[src/opp_pkg.sv]
`timescale 1ns / 1ps
package opp_pkg;

    typedef struct packed {
        logic       kind;
        logic [7:0] data_byte;
    } t_in;

    typedef struct packed {
        logic [3:0]  event_res;
        logic [5:0]  pkt_tag;
        logic [31:0] value;
        logic [3:0]  error_code;
        logic        last;
    } t_out;

    localparam logic [3:0] EV_HEADER  = 4'd0;
    localparam logic [3:0] EV_VERSION = 4'd1;
    localparam logic [3:0] EV_CREATED = 4'd2;
    localparam logic [3:0] EV_DAYS    = 4'd3;
    localparam logic [3:0] EV_ALG     = 4'd4;
    localparam logic [3:0] EV_MBITS   = 4'd5;
    localparam logic [3:0] EV_MBYTE   = 4'd6;
    localparam logic [3:0] EV_UID     = 4'd7;
    localparam logic [3:0] EV_KEYDONE = 4'd8;
    localparam logic [3:0] EV_ERROR   = 4'd9;

    localparam logic [3:0] ER_NONE    = 4'd0;
    localparam logic [3:0] ER_PTAG    = 4'd1;
    localparam logic [3:0] ER_OVERRUN = 4'd2;
    localparam logic [3:0] ER_EARLY   = 4'd3;
    localparam logic [3:0] ER_VERSION = 4'd4;
    localparam logic [3:0] ER_MPI     = 4'd5;
    localparam logic [3:0] ER_UNCONS  = 4'd6;
    localparam logic [3:0] ER_TAG     = 4'd7;
    localparam logic [3:0] ER_ALG     = 4'd8;
    localparam logic [3:0] ER_NEWFMT  = 4'd9;

    localparam logic [5:0] TAG_PUBKEY = 6'd6;
    localparam logic [5:0] TAG_USERID = 6'd13;
    localparam logic [7:0] ALG_DSA    = 8'd17;

endpackage

[src/openpgp_packet_parser_unit.sv]
`timescale 1ns / 1ps
// Old-format packet stream parser.
// Input channel (i_in_valid / o_in_ready / i_in_data): one word per cycle while ready, either
// a stream byte (kind 0) or an end-of-stream mark (kind 1).
// Output channel (o_out_valid / i_out_ready / o_out_data): parse events, one per
// word, in stream order. A byte gives zero to three events.
// Each accepted byte is decoded in the cycle it is taken; its events are registered
// into a four-entry result queue, whose head drives the output.
// Throughput is one byte per cycle while each byte gives at most one event and
// the receiver keeps up; the input stalls whenever the queue has fewer than
// three free entries, so a byte that gives several events holds off the next
// byte until the receiver has taken the extra events.
// Reset empties the queue and returns the parser to waiting for a tag byte.
// After any error other than unconsumed data, bytes are still taken but give
// no events until reset. A stalled receiver simply fills the queue and then
// holds off the input.
module openpgp_packet_parser_unit
    import opp_pkg::*;
(
    input  logic i_clk,
    input  logic i_rst_n,
    input  logic i_in_valid,
    output logic o_in_ready,
    input  t_in  i_in_data,
    output logic o_out_valid,
    input  logic i_out_ready,
    output t_out o_out_data
);

    typedef enum logic [3:0] {
        PH_TAG, PH_LEN, PH_VER, PH_TIME, PH_DAYS, PH_ALG, PH_MBITS, PH_MDATA, PH_UID
    } t_phase;

    t_phase      r_phase, n_phase;
    logic [31:0] r_plen, n_plen;
    logic [31:0] r_bc, n_bc;
    logic        r_unb, n_unb;
    logic [5:0]  r_tag, n_tag;
    logic [7:0]  r_ver, n_ver;
    logic [7:0]  r_alg, n_alg;
    logic [2:0]  r_mnum, n_mnum;
    logic [13:0] r_mleft, n_mleft;
    logic [3:0]  r_top, n_top;
    logic [31:0] r_acc, n_acc;
    logic [2:0]  r_fbl, n_fbl;
    logic        r_halted, n_halted;

    t_out        r_q [4];
    logic [1:0]  r_wp, r_rp;
    logic [2:0]  r_cnt;

    t_out        res [3];
    logic [1:0]  nres;
    logic        acc_in, pop;
    logic        do_hdr, st_req;
    t_phase      st_ph;
    logic [13:0] st_nb;
    logic [7:0]  b;
    logic [16:0] bits_p7;
    logic [13:0] nbytes;
    logic [3:0]  topk;
    logic [3:0]  top_new;
    logic [2:0]  mcount;

    assign o_in_ready  = (r_cnt <= 3'd1);
    assign acc_in      = i_in_valid && o_in_ready;
    assign o_out_valid = (r_cnt != 3'd0);
    assign pop         = o_out_valid && i_out_ready;
    assign o_out_data  = r_q[r_rp];
    assign b           = i_in_data.data_byte;

    always_comb begin
        n_phase = r_phase; n_plen = r_plen; n_bc = r_bc; n_unb = r_unb; n_tag = r_tag;
        n_ver = r_ver; n_alg = r_alg; n_mnum = r_mnum; n_mleft = r_mleft; n_top = r_top;
        n_acc = r_acc; n_fbl = r_fbl; n_halted = r_halted;
        nres = 2'd0; do_hdr = 1'b0; st_req = 1'b0; st_ph = PH_TAG; st_nb = 14'd0;
        bits_p7 = 17'd0; nbytes = 14'd0; topk = 4'd0; top_new = 4'd0; mcount = 3'd2;
        for (int i = 0; i < 3; i++) begin
            res[i] = '0;
        end
        if (acc_in && !r_halted) begin
            if (i_in_data.kind) begin
                if (r_phase != PH_TAG) begin
                    res[nres] = '{EV_ERROR, r_tag, 32'd0, ER_EARLY, 1'b0};
                    nres = nres + 2'd1; n_halted = 1'b1;
                end
            end else begin
                case (r_phase)
                    PH_TAG: begin
                        if (!b[7]) begin
                            n_tag = 6'd0;
                            res[nres] = '{EV_ERROR, 6'd0, 32'd0, ER_PTAG, 1'b0};
                            nres = nres + 2'd1; n_halted = 1'b1;
                        end else if (b[6]) begin
                            n_tag = b[5:0];
                            res[nres] = '{EV_ERROR, b[5:0], 32'd0, ER_NEWFMT, 1'b0};
                            nres = nres + 2'd1; n_halted = 1'b1;
                        end else begin
                            n_tag = {2'b00, b[5:2]};
                            n_plen = 32'd0;
                            n_unb = 1'b0;
                            if (b[1:0] == 2'd3) begin
                                n_unb = 1'b1;
                                do_hdr = 1'b1;
                            end else begin
                                n_phase = PH_LEN;
                                n_acc = 32'd0;
                                n_fbl = (b[1:0] == 2'd0) ? 3'd1 :
                                        (b[1:0] == 2'd1) ? 3'd2 : 3'd4;
                            end
                        end
                    end
                    PH_LEN: begin
                        n_plen = {r_plen[23:0], b};
                        if (r_fbl != 3'd0) n_fbl = r_fbl - 3'd1;
                        if (n_fbl == 3'd0) do_hdr = 1'b1;
                    end
                    PH_VER, PH_TIME, PH_DAYS, PH_ALG, PH_MBITS: begin
                        n_bc = r_bc + 32'd1;
                        n_acc = {r_acc[23:0], b};
                        if (r_fbl != 3'd0) n_fbl = r_fbl - 3'd1;
                        if (n_fbl == 3'd0) begin
                            case (r_phase)
                                PH_VER: begin
                                    if (n_acc == 32'd2 || n_acc == 32'd3 || n_acc == 32'd4) begin
                                        n_ver = (n_acc == 32'd2) ? 8'd3 : n_acc[7:0];
                                        res[nres] = '{EV_VERSION, r_tag, {24'd0, n_ver},
                                                      ER_NONE, 1'b0};
                                        nres = nres + 2'd1;
                                        st_req = 1'b1; st_ph = PH_TIME; st_nb = 14'd4;
                                    end else begin
                                        res[nres] = '{EV_ERROR, r_tag, n_acc, ER_VERSION, 1'b0};
                                        nres = nres + 2'd1; n_halted = 1'b1;
                                    end
                                end
                                PH_TIME: begin
                                    res[nres] = '{EV_CREATED, r_tag, n_acc, ER_NONE, 1'b0};
                                    nres = nres + 2'd1;
                                    st_req = 1'b1;
                                    if (r_ver == 8'd3) begin
                                        st_ph = PH_DAYS; st_nb = 14'd2;
                                    end else begin
                                        st_ph = PH_ALG; st_nb = 14'd1;
                                    end
                                end
                                PH_DAYS: begin
                                    res[nres] = '{EV_DAYS, r_tag, n_acc, ER_NONE, 1'b0};
                                    nres = nres + 2'd1;
                                    st_req = 1'b1; st_ph = PH_ALG; st_nb = 14'd1;
                                end
                                PH_ALG: begin
                                    if (n_acc == 32'd1 || n_acc == 32'd2 || n_acc == 32'd3 ||
                                        n_acc == {24'd0, ALG_DSA}) begin
                                        n_alg = n_acc[7:0];
                                        res[nres] = '{EV_ALG, r_tag, n_acc, ER_NONE, 1'b0};
                                        nres = nres + 2'd1;
                                        n_mnum = 3'd0;
                                        st_req = 1'b1; st_ph = PH_MBITS; st_nb = 14'd2;
                                    end else begin
                                        res[nres] = '{EV_ERROR, r_tag, n_acc, ER_ALG, 1'b0};
                                        nres = nres + 2'd1; n_halted = 1'b1;
                                    end
                                end
                                default: begin
                                    if (n_acc[15:0] == 16'd0) begin
                                        res[nres] = '{EV_ERROR, r_tag, 32'd0, ER_MPI, 1'b0};
                                        nres = nres + 2'd1; n_halted = 1'b1;
                                    end else begin
                                        res[nres] = '{EV_MBITS, r_tag, {16'd0, n_acc[15:0]},
                                                      ER_NONE, 1'b0};
                                        nres = nres + 2'd1;
                                        bits_p7 = {1'b0, n_acc[15:0]} + 17'd7;
                                        nbytes = bits_p7[16:3];
                                        // top bit of first byte: bit (bits-1) mod 8
                                        top_new = (n_acc[2:0] != 3'd0) ?
                                                  {1'b0, n_acc[2:0]} : 4'd8;
                                        st_req = 1'b1; st_ph = PH_MDATA; st_nb = nbytes;
                                    end
                                end
                            endcase
                        end
                    end
                    PH_MDATA: begin
                        n_bc = r_bc + 32'd1;
                        topk = r_top;
                        if (topk != 4'd0 && ((({1'b0, b} >> topk) != 9'd0) ||
                                             !b[topk[2:0] - 3'd1])) begin
                            res[nres] = '{EV_ERROR, r_tag, {24'd0, b}, ER_MPI, 1'b0};
                            nres = nres + 2'd1; n_halted = 1'b1;
                        end else begin
                            n_top = 4'd0;
                            n_mleft = r_mleft - 14'd1;
                            res[nres] = '{EV_MBYTE, r_tag, {24'd0, b}, ER_NONE,
                                          n_mleft == 14'd0};
                            nres = nres + 2'd1;
                            if (n_mleft == 14'd0) begin
                                n_mnum = r_mnum + 3'd1;
                                mcount = (r_alg == ALG_DSA) ? 3'd4 : 3'd2;
                                if (n_mnum >= mcount) begin
                                    // key finished
                                    if (!r_unb && n_bc != r_plen) begin
                                        res[nres] = '{EV_ERROR, r_tag, r_plen - n_bc,
                                                      ER_UNCONS, 1'b0};
                                        nres = nres + 2'd1;
                                    end
                                    res[nres] = '{EV_KEYDONE, r_tag, 32'd0, ER_NONE, 1'b0};
                                    nres = nres + 2'd1;
                                    n_phase = PH_TAG;
                                end else begin
                                    st_req = 1'b1; st_ph = PH_MBITS; st_nb = 14'd2;
                                end
                            end
                        end
                    end
                    PH_UID: begin
                        n_bc = r_bc + 32'd1;
                        if (!r_unb && n_bc == r_plen) begin
                            res[nres] = '{EV_UID, r_tag, {24'd0, b}, ER_NONE, 1'b1};
                            n_phase = PH_TAG;
                        end else begin
                            res[nres] = '{EV_UID, r_tag, {24'd0, b}, ER_NONE, 1'b0};
                        end
                        nres = nres + 2'd1;
                    end
                    default: n_phase = PH_TAG;
                endcase
            end

            if (do_hdr) begin
                res[nres] = '{EV_HEADER, n_tag, n_unb ? 32'hFFFF_FFFF : n_plen, ER_NONE, 1'b0};
                nres = nres + 2'd1;
                n_bc = 32'd0;
                if (n_tag == TAG_PUBKEY) begin
                    st_req = 1'b1; st_ph = PH_VER; st_nb = 14'd1;
                end else if (n_tag == TAG_USERID) begin
                    n_phase = (!n_unb && n_plen == 32'd0) ? PH_TAG : PH_UID;
                end else begin
                    res[nres] = '{EV_ERROR, n_tag, {26'd0, n_tag}, ER_TAG, 1'b0};
                    nres = nres + 2'd1; n_halted = 1'b1;
                end
            end

            if (st_req) begin
                if (!n_unb && ({1'b0, n_bc} + {19'd0, st_nb}) > {1'b0, n_plen}) begin
                    res[nres] = '{EV_ERROR, n_tag, 32'd0, ER_OVERRUN, 1'b0};
                    nres = nres + 2'd1; n_halted = 1'b1;
                end else begin
                    n_phase = st_ph;
                    n_acc = 32'd0;
                    n_fbl = st_nb[2:0];
                    if (st_ph == PH_MDATA) begin
                        n_fbl = 3'd0;
                        n_mleft = st_nb;
                        n_top = top_new;
                    end
                end
            end
        end
    end

    always_ff @(posedge i_clk) begin
        if (!i_rst_n) begin
            r_phase <= PH_TAG; r_plen <= '0; r_bc <= '0; r_unb <= 1'b0; r_tag <= '0;
            r_ver <= '0; r_alg <= '0; r_mnum <= '0; r_mleft <= '0; r_top <= '0;
            r_acc <= '0; r_fbl <= '0; r_halted <= 1'b0;
            r_wp <= '0; r_rp <= '0; r_cnt <= '0;
        end else begin
            r_phase <= n_phase; r_plen <= n_plen; r_bc <= n_bc; r_unb <= n_unb;
            r_tag <= n_tag; r_ver <= n_ver; r_alg <= n_alg; r_mnum <= n_mnum;
            r_mleft <= n_mleft; r_top <= n_top; r_acc <= n_acc; r_fbl <= n_fbl;
            r_halted <= n_halted;
            r_wp  <= r_wp + nres;
            r_rp  <= r_rp + {1'b0, pop};
            r_cnt <= r_cnt + {1'b0, nres} - {2'b00, pop};
        end
    end

    // push up to three words into the queue
    always_ff @(posedge i_clk) begin
        for (int i = 0; i < 3; i++) begin
            if (2'(i) < nres) r_q[r_wp + 2'(i)] <= res[i];
        end
    end

    a_cnt_bound: assert property (@(posedge i_clk) disable iff (!i_rst_n)
        r_cnt <= 3'd4) else $error("queue count overflow");
    a_halt_sticky: assert property (@(posedge i_clk) disable iff (!i_rst_n)
        r_halted |=> r_halted) else $error("halt cleared without reset");
    a_halt_silent: assert property (@(posedge i_clk) disable iff (!i_rst_n)
        r_halted |-> nres == 2'd0) else $error("event after halt");
    a_no_push_idle: assert property (@(posedge i_clk) disable iff (!i_rst_n)
        !acc_in |-> nres == 2'd0) else $error("event without input word");

endmodule

[config.mk]
export PLATFORM = sky130hd
export DESIGN_NAME = openpgp_packet_parser_unit
export DESIGN_NICKNAME = d
export VERILOG_FILES = /design/src/opp_pkg.sv /design/src/openpgp_packet_parser_unit.sv
export SDC_FILE = /design/constraint.sdc
export NUM_CORES = 1
export LEC_CHECK = 0
export ABC_AREA = 1
export BUFFER_PORTS_ARGS = -buffer_cell sky130_fd_sc_hd__buf_2
export CELL_PAD_IN_SITES_DETAIL_PLACEMENT = 0
export CELL_PAD_IN_SITES_GLOBAL_PLACEMENT = 1
export CORE_ASPECT_RATIO = 1.4
export CORE_MARGIN = 10
export CORE_UTILIZATION = 42
export DETAILED_ROUTE_END_ITERATION = 12
export GPL_TIMING_DRIVEN = 0
export PLACE_DENSITY = 0.8
export SYNTH_ARGS = -nofsm -noshare
export SYNTH_HDL_FRONTEND = slang
export SYNTH_SLANG_ARGS = --single-unit
[constraint.sdc]
create_clock -name i_clk -period 11.1 [get_ports i_clk]
set_clock_uncertainty 0.05 [all_clocks]
set_input_delay 3.33 -clock i_clk [delete_from_list [all_inputs] [get_ports i_clk]]
set_output_delay 3.33 -clock i_clk [all_outputs]
set_load 0.005 [all_outputs]
After elaboration in Yosys (flattened, before gate mapping). Memories as Yosys holds them, arrays and structs flattened. A register that Yosys moved wholly into a read port is not among the register bits. Cells that the tools add are included.

Flip-flop bits (word level): 155. Latch bits: 0. Memory bits (writable): 188. Bits in read-only memories: 0. Word-level logic and storage cells: 354. Memories: 1.

Memories: r_q (words 4, bits a word 47, read ports 1, clocked after memory_dff 1, wr ports 3, RTL line openpgp_packet_parser_unit.sv:48) `t_out r_q [4];`.

Add/sub/neg operators: 18. $mul: 0. Div/mod/pow operators: 0. Magnitude comparators: 15. Eq/ne operators: 27. Shift-type cells: 1. Muxes and demuxes: 227. Bitwise logic cells: 5. Reduce and logical (&&, ||, !) cells: 44.

Operators with widths (count): $mux W141 (9); $mux W47 (21); $bwmux W141 (4); $mux W32 (15); $demux W47 S2 (4); $mux W94 (4); $pmux W47 S4 (2); $mux W14 (12); $pmux W32 S2 (2); $mux W4 (31); $mux W3 (28); $eq A32 B2 Y1 const B (2); $pmux W14 S4 (1); $mux W2 (26); $mux W1 (49); $add A32 B14 Y33 (1); $gt A33 B32 Y1 (1); $add A32 B1 Y32 const B (1); $eq A32 B1 Y1 const B (1); $eq A32 B3 Y1 const B (1); $eq A32 B32 Y1 (1); $eq A32 B5 Y1 const B (1); $logic_not A32 Y1 (1); $ne A32 B32 Y1 (1); other kinds (62) (118).

Logic depth before layout (Yosys ltp). Gate-level depths: netlist of the first run.

Depth after elaboration: 32. Depth in mapped cells: 58. Depth with buffers taken out: 57.

Least setup slack after synthesis of the first run. OpenSTA, ideal clock, no wires.

Path type: input port to flip-flop. Start point: input i_in_data[8] in the netlist's numbering. End point: memory r_q[0][0] in the netlist's numbering, enable pin. Data arrival time: 10.070 ns. Slack: 0.282 ns. Cell stages on the path: 43. Buffers on the path: 7. Cell sequence: buf_1 > nor2_1 > nand2_1 > nand2_4 > inv_2 > clkbuf_1 > clkbuf_1 > clkbuf_1 > clkbuf_1 > o21ai_0 > a21oi_1 > ha_1 > inv_1 > fa_1 > inv_1 > a31oi_1 > o21ai_0 > a31oi_1 > [... 7 more ...] > nor2_1 > nor2_1 > nand2_1 > nand2_1 > nand2_1 > nand2_1 > nand2_1 > nand2_1 > nand2_1 > nand2_1 > nand2_1 > nand2_1 > nand2_4 > nand4_2 > buf_2 > nand4_1 > buf_2 > nand3_1.

RTL lines: start: declaration (RTL line openpgp_packet_parser_unit.sv:24) `input t_in i_in_data,`; end: declaration (RTL line openpgp_packet_parser_unit.sv:48).

==> run metrics, run 1 <==
WL met3=8849 um; Met2 Wirelength=61120 um; Hold Path Origin=r_ver[1]; sequential share of the synthesized area=31.46%; Crit Path Max Fanout=39; status=finished clean; Multi-input gate area=16130 um^2; Area Growth Syn to Fin=10.75%; core area=64410 um^2; Top FF cell, synth=edfxtp_1; RSZ-0062 raised after global routing=false; post-synthesis cell count=between 4000 and 5000; Fmax=0.09542 GHz; critical path class=in -> reg; Req. time, crit path=11.32 ns; routed length on met1=45730 um; final global-route overflow total=0; top sig layer=met5; power per cell area=234.3 nW/um^2; Post-synth ARST share=0%; DRT iter0 DRCs=3027; Mapped Avg Cell Area=6.479 um^2; full die area=75750 um^2; clock-pin slew on the worst setup and hold paths=0.06 ns; reg2reg end=r_q[0][17]; nets@finish=4441; drt wl/cell=24.35 um; Yosys cell types=61; clock sinks=335; reg-to-reg startpoint=r_phase[2]; top-count cell post-synth=nand2_1; I/O pin cnt=62; total CTS buffers=39; crit start category=input port; num rows=110; fill count=7007; number of vias per cell=5.763; Initial Utilization=around 42%; CTS tree=built; Pleak=around 0.014 uW; total number of yosys warnings=0; Final min period=10.48 ns; Post-synth top cells=nand2_1, inv_1, nor2_1; synthesized cell area=27300 um^2; CTS Buffer Depth=3; pin count of the biggest net entering global routing=43; Die Width=between 200 and 250 um; Port Buffer Count=59; reg2reg setup slack=2.33 ns; register area=8588 um^2; CP max stage cell=a21oi_1; vias in the first global route=between 20000 and 30000; EDFF count, synth=188; H-tree depth=2; Critical Path AT=approximately 11 ns; RePlAce Congestion=1.003; first-pass iteration count of the detailed router=6; fin util=46.94%; CP Capture Type=flip-flop; synth top area cells=edfxtp_1, nand2_1, dfxtp_1, inv_1, nand3_1; Hold Path Class=reg -> reg; Critical Path Max Stage Delay=about 0.39 ns; Post-Layout Cell Count=5193; leading area contributor after synthesis=edfxtp_1; worst slew pin tran=1.100 ns; Pwr Total=7085 uW; total routed wirelength=126400 um; syn nets=4329; initial antenna violation count=1; antenna cell count=0; die span in y=between 300 and 400 um; crit share post-route=roughly 94%; Final Max Slew Viols=0; post-synth top area share=just over 20%; Detailed Place HPWL=100200 um; Max-slew headroom=26.64%; DRC viols=0; via count=between 20000 and 30000; max-cap check violation count=0; # setup viols final=0; worst hold path cell count=2; final hold violation count=0; Max rail drop VDD=144.8 uV; Root Buffer=clkbuf_16; dpl cells=5116; Worst Hold End=r_ver[1]; Most Frequent Cell on Critical Path=nand2_1; Skew-Pair Late Insertion Delay=0.61 ns; layout cells sized above 1=7.236%; Seq cells post-synth=335; Total GRT Usage=32.31%; antenna-violating nets left=0; first-pass GRT wire length=186000 um; cells on worst reg2reg path=46
-- kinds of logic (layout without fill, tap and decap cells) --
logic type	count (synthesis)	in the layout	share of synthesized area (%)
simple gates	2154	2157	33.63
compound gates	848	848	17.27
buf+inv	690	826	10.16
flops	335	335	31.46
fa+ha+maj	102	102	4.757
xor+xnor	84	84	2.695
mux	1	1	0.03667
-- timing repair --
item	CTS	global route
pin swaps	5	3
hold buffers	0	0
resized for setup	11	27
buffers inserted	4	5
endpoints found under the setup margin	430	375
hold endpoints to repair	0	0
cloned	3	0
-- through the flow --
stage	setup slack, ns	setup TNS, ns	hold slack [ns]	area [um^2]
after global placement	-4.699	-1290.23	0.3826	28650
final	0.6205	0	0.3926	30240
after global routing	0.003500	0	0.4248	30240
after floorplan	0.2823	0	0.3690	27300
after detailed placement	-2.557	-871.82	0.3879	28770
after CTS	0.2445	0	0.3967	30090
-- report_power, final --
| group | switching (uW) | internal [uW] |
|---|---|---|
| combinational | 2970 | 1190 |
| sequential | 115 | 1510 |
| clock | 581 | 714 |
-- area by class of cell --
| cell class | instances | share of cell area [%] |
|---|---|---|
| Multi-Input combinational cell | 3192 | 53.35 |
| Sequential cell | 335 | 28.40 |
| Inverter | 489 | 6.149 |
| Tap cell | 840 | 3.476 |
| Clock buffer | 47 | 3.430 |
| Buffer | 198 | 3.079 |
| Timing Repair Buffer | 71 | 1.531 |
| Clock inverter | 21 | 0.5835 |
-- metal layers --
| layer | GRT usage [%] | up-vias |
|---|---|---|
| li1 | - | 14234 |
| met4 | 24.10 | 2 |
| met2 | 56.51 | 1422 |
| met1 | 35.27 | 13821 |
| met3 | 4.291 | 450 |
| met5 | 0 | - |
-- worst max-delay path, delay by kind of cell --
kind / cells / cell delay (ns)
compound gates: 6 / 1.17
fa+ha+maj: 2 / 0.68
xor+xnor: 1 / 0.19
buf+inv: 9 / 1.88
simple gates: 25 / 3.36
-- worst max path at each step --
| stage | slack [ns] | start | endpoint | cells past startpoint |
|---|---|---|---|---|
| 6_report | 0.62 | i_in_data[8] | r_q[0][17] | 43 |
| 5_1_grt | 0.004 | i_in_data[1] | r_q[0][20] | 52 |
| 4_1_cts | 0.24 | i_in_data[0] | r_q[0][23] | 48 |
| 3_5_place_dp | -2.56 | i_in_data[8] | r_q[2][25] | 44 |
| 3_3_place_gp | -4.70 | i_in_data[8] | r_q[3][24] | 44 |
| 2_1_floorplan | 0.28 | i_in_data[8] | r_q[0][0] | 43 |
-- sequential cells by signal, indices dropped and copies added (netlist names) --
name	count
r_mleft	14
r_halted	1
r_bc	32
r_alg	8
r_fbl	3
r_tag	6
r_ver	8
r_top	4
r_mnum	3
r_phase	4
r_q	188
r_plen	32
r_acc	24
r_rp	2
r_wp	2
r_cnt	3
r_unb	1
-- cells in the final DEF (no fill, tap or decap), types with 38 or more instances in the layout --
| cell type | synthesis | layout |
|---|---|---|
| clkbuf_1 | 127 | 126 |
| ha_1 | 99 | 99 |
| dfxtp_1 | 147 | 147 |
| nand4_1 | 49 | 49 |
| inv_1 | 459 | 457 |
| nor2_1 | 370 | 368 |
| clkbuf_16 | 0 | 40 |
| o22ai_1 | 112 | 112 |
| nand2_1 | 1264 | 1263 |
| o21ai_0 | 328 | 326 |
| a21oi_1 | 281 | 280 |
| nor3_1 | 40 | 38 |
| buf_2 | 44 | 105 |
| nand3_1 | 339 | 332 |
| edfxtp_1 | 188 | 188 |
| xor2_1 | 65 | 65 |
(Power assumes the default switching activity.)
==> run 2: changes to the inputs <==
PLACE_DENSITY = 0.88   (was 0.8)
REMOVE_ABC_BUFFERS = 1   (was default)
==> run metrics, run 2 (synthesis results as in run 1) <==
status=finished clean (unchanged); fin util=46.67% (was 46.94%); Root Buffer=clkbuf_16 (unchanged); full die area=75750 um^2 (unchanged); core area=64410 um^2 (unchanged); DRT iter0 DRCs=3759 (was 3027); max reg flops=188 (unchanged); cells on worst reg2reg path=50 (was 46); number of vias per cell=5.746 (was 5.763); Most Frequent Cell on Critical Path=nand2_1 (unchanged); Pleak=0.01412 uW (was 0.01425 uW); CTS Buffer Depth=3 (unchanged); initial antenna violation count=0 (was 1); worst slew pin tran=1.291 ns (was 1.100 ns); reg2reg end=r_q[3][10] (was r_q[0][17]); Critical Path Max Stage Delay=0.69 ns (was 0.39 ns); antenna-violating nets left=0 (unchanged); power per cell area=227.4 nW/um^2 (was 234.3 nW/um^2); first-pass GRT wire length=159800 um (was 186000 um); most frequent cells in the layout=nand2_1, inv_1, nor2_1 (unchanged); Max rail drop VDD=202.9 uV (was 144.8 uV); nets@finish=4285 (was 4441); worst hold path cell count=2 (unchanged); layout cells sized above 1=7.242% (was 7.236%); Port Buffer Count=61 (was 59); crit start category=input port (unchanged); commonest non-fill, non-tap cell in the layout=nand2_1 (unchanged); DRC viols=0 (unchanged); RePlAce Congestion=1.012 (was 1.003); vias in the first global route=27166 (was 29422); CP max stage cell=nand4_1 (was a21oi_1); max-cap check violation count=0 (unchanged); Max-slew headroom=13.86% (was 26.64%); Largest regs=r_q: 188 flops, r_bc: 32 flops, r_plen: 32 flops (unchanged); final global-route overflow total=0 (unchanged); Detailed Place HPWL=72450 um (was 100200 um); crit share post-route=95.77% (was 94.41%); total routed wirelength=107300 um (was 126400 um); Worst Hold End=r_ver[5] (was r_ver[1]); dpl cells=4927 (was 5116); total CTS buffers=37 (was 39); Final min period=10.63 ns (was 10.48 ns); Biggest register=r_q (unchanged); final hold violation count=0 (unchanged); Crit Path Max Fanout=43 (was 39); # setup viols final=0 (unchanged); Post-Layout Cell Count=5038 (was 5193); clock sinks=335 (unchanged); I/O pin cnt=62 (unchanged); Total GRT Usage=26.55% (was 32.31%); Min Hold Slack=0.3929 ns (was 0.3926 ns); Fmax=0.09407 GHz (was 0.09542 GHz); Skew-Pair Late Insertion Delay=0.57 ns (was 0.61 ns); critical path class=in -> reg (unchanged); die span in y=321.7 um (unchanged); antenna cell count=0 (unchanged); H-tree depth=2 (unchanged); Pwr Total=6837 uW (was 7085 uW); Hold Path Class=reg -> reg (unchanged); Critical Path AT=11.02 ns (was 10.70 ns); reg2reg setup slack=2.29 ns (was 2.33 ns); CP startpoint=i_in_data[8] (unchanged); CP Capture Type=flip-flop (unchanged); reg-to-reg startpoint=r_phase[2] (unchanged); pre-CTS setup slack=-2.109 ns (was -2.557 ns); clock-pin slew on the worst setup and hold paths=0.07 ns (was 0.06 ns); num rows=110 (unchanged); first-pass iteration count of the detailed router=8 (was 6); pin count of the biggest net entering global routing=112 (was 43); Final Max Slew Viols=0 (unchanged); drt wl/cell=21.31 um (was 24.35 um); CTS tree=built (unchanged); Hold Path Origin=r_ver[5] (was r_ver[1]); via count=28950 (was 29929); Area Growth Syn to Fin=10.10% (was 10.75%); Req. time, crit path=11.49 ns (was 11.32 ns); setup ws final=0.4697 ns (was 0.6205 ns); Die Width=235.5 um (unchanged); Initial Utilization=42.39% (unchanged)
[run 2: changes by cell type in the layout (fill, tap and decap cells not counted), moves of 5 or more]
cell      before   now
buf_1          9     0
buf_12         3     8
buf_2        105    60
buf_4         14    22
buf_6         12     0
buf_8          0     6
clkbuf_1     126     6
clkinv_1      14     8
nand2_1     1263  1257
nand2_2       13    19
nand2_4       10     5
nand2_8        0     5
nand3_4       13    24
[run 2: per-layer routing]
metal | track usage, % | up-vias | share of wire (%)
li1 | - | 13912 | -
met2 | 46.18 | 1396 | 48
met3 | 3.856 | 397 | 7.7
met4 | 16.97 | 0 | 7.5
met1 | 30.04 | 13245 | 37
met5 | 0 | - | 0
[run 2: layout make-up]
type,instances,area [um^2]
multi-input cells,3205,16410
inverters,489,1912
flip-flops and latches,335,8593
clock buffers,46,1001
fillers,6653,34350
repair buffers,102,860.8
well taps,840,1051
clock inverters,21,229.0
[run 2: where the power goes]
part,internal (uW),leakage (uW),switching [uW]
Combinational,1180,0.0105,2740
Clock,722,0.000597,574
Sequential,1510,0.00303,117
Total,3410,0.0141,3430
[run 2: stage by stage]
step	cell area (um^2)	TNS, ns
after detailed placement	28090	-684.29
after global routing	30060	-0.4958
after floorplan	26380	-84.32
after global placement	27730	-2263.83
after CTS	29600	0
final	30060	0
[run 2: how the worst max path moves through the flow]
stage	to	slack (ns)	cells past startpoint
floorplan	r_q[0][0]	-0.55	4
global placement	r_q[0][26]	-6.79	5
detailed placement	r_q[1][46]	-2.11	45
CTS	r_q[1][26]	0.03	43
global route	r_q[0][29]	-0.03	47
finish	r_q[2][26]	0.47	44
[run 2: timing repair]
action	in CTS	in global routing
endpoints found under the setup margin	423	387
pin swaps	10	13
gates resized for setup	19	37
endpoints found under the hold margin	0	0
gates cloned	9	7
buffers inserted	10	17
hold buffers	0	0
[run 2: worst max-delay path, delay by kind of cell]
kind | cells | cell delay, ns
xor+xnor | 1 | 0.16
buf+inv | 7 | 1.55
simple gates | 27 | 3.50
fa+ha+maj | 3 | 1.05
compound gates | 6 | 1.35
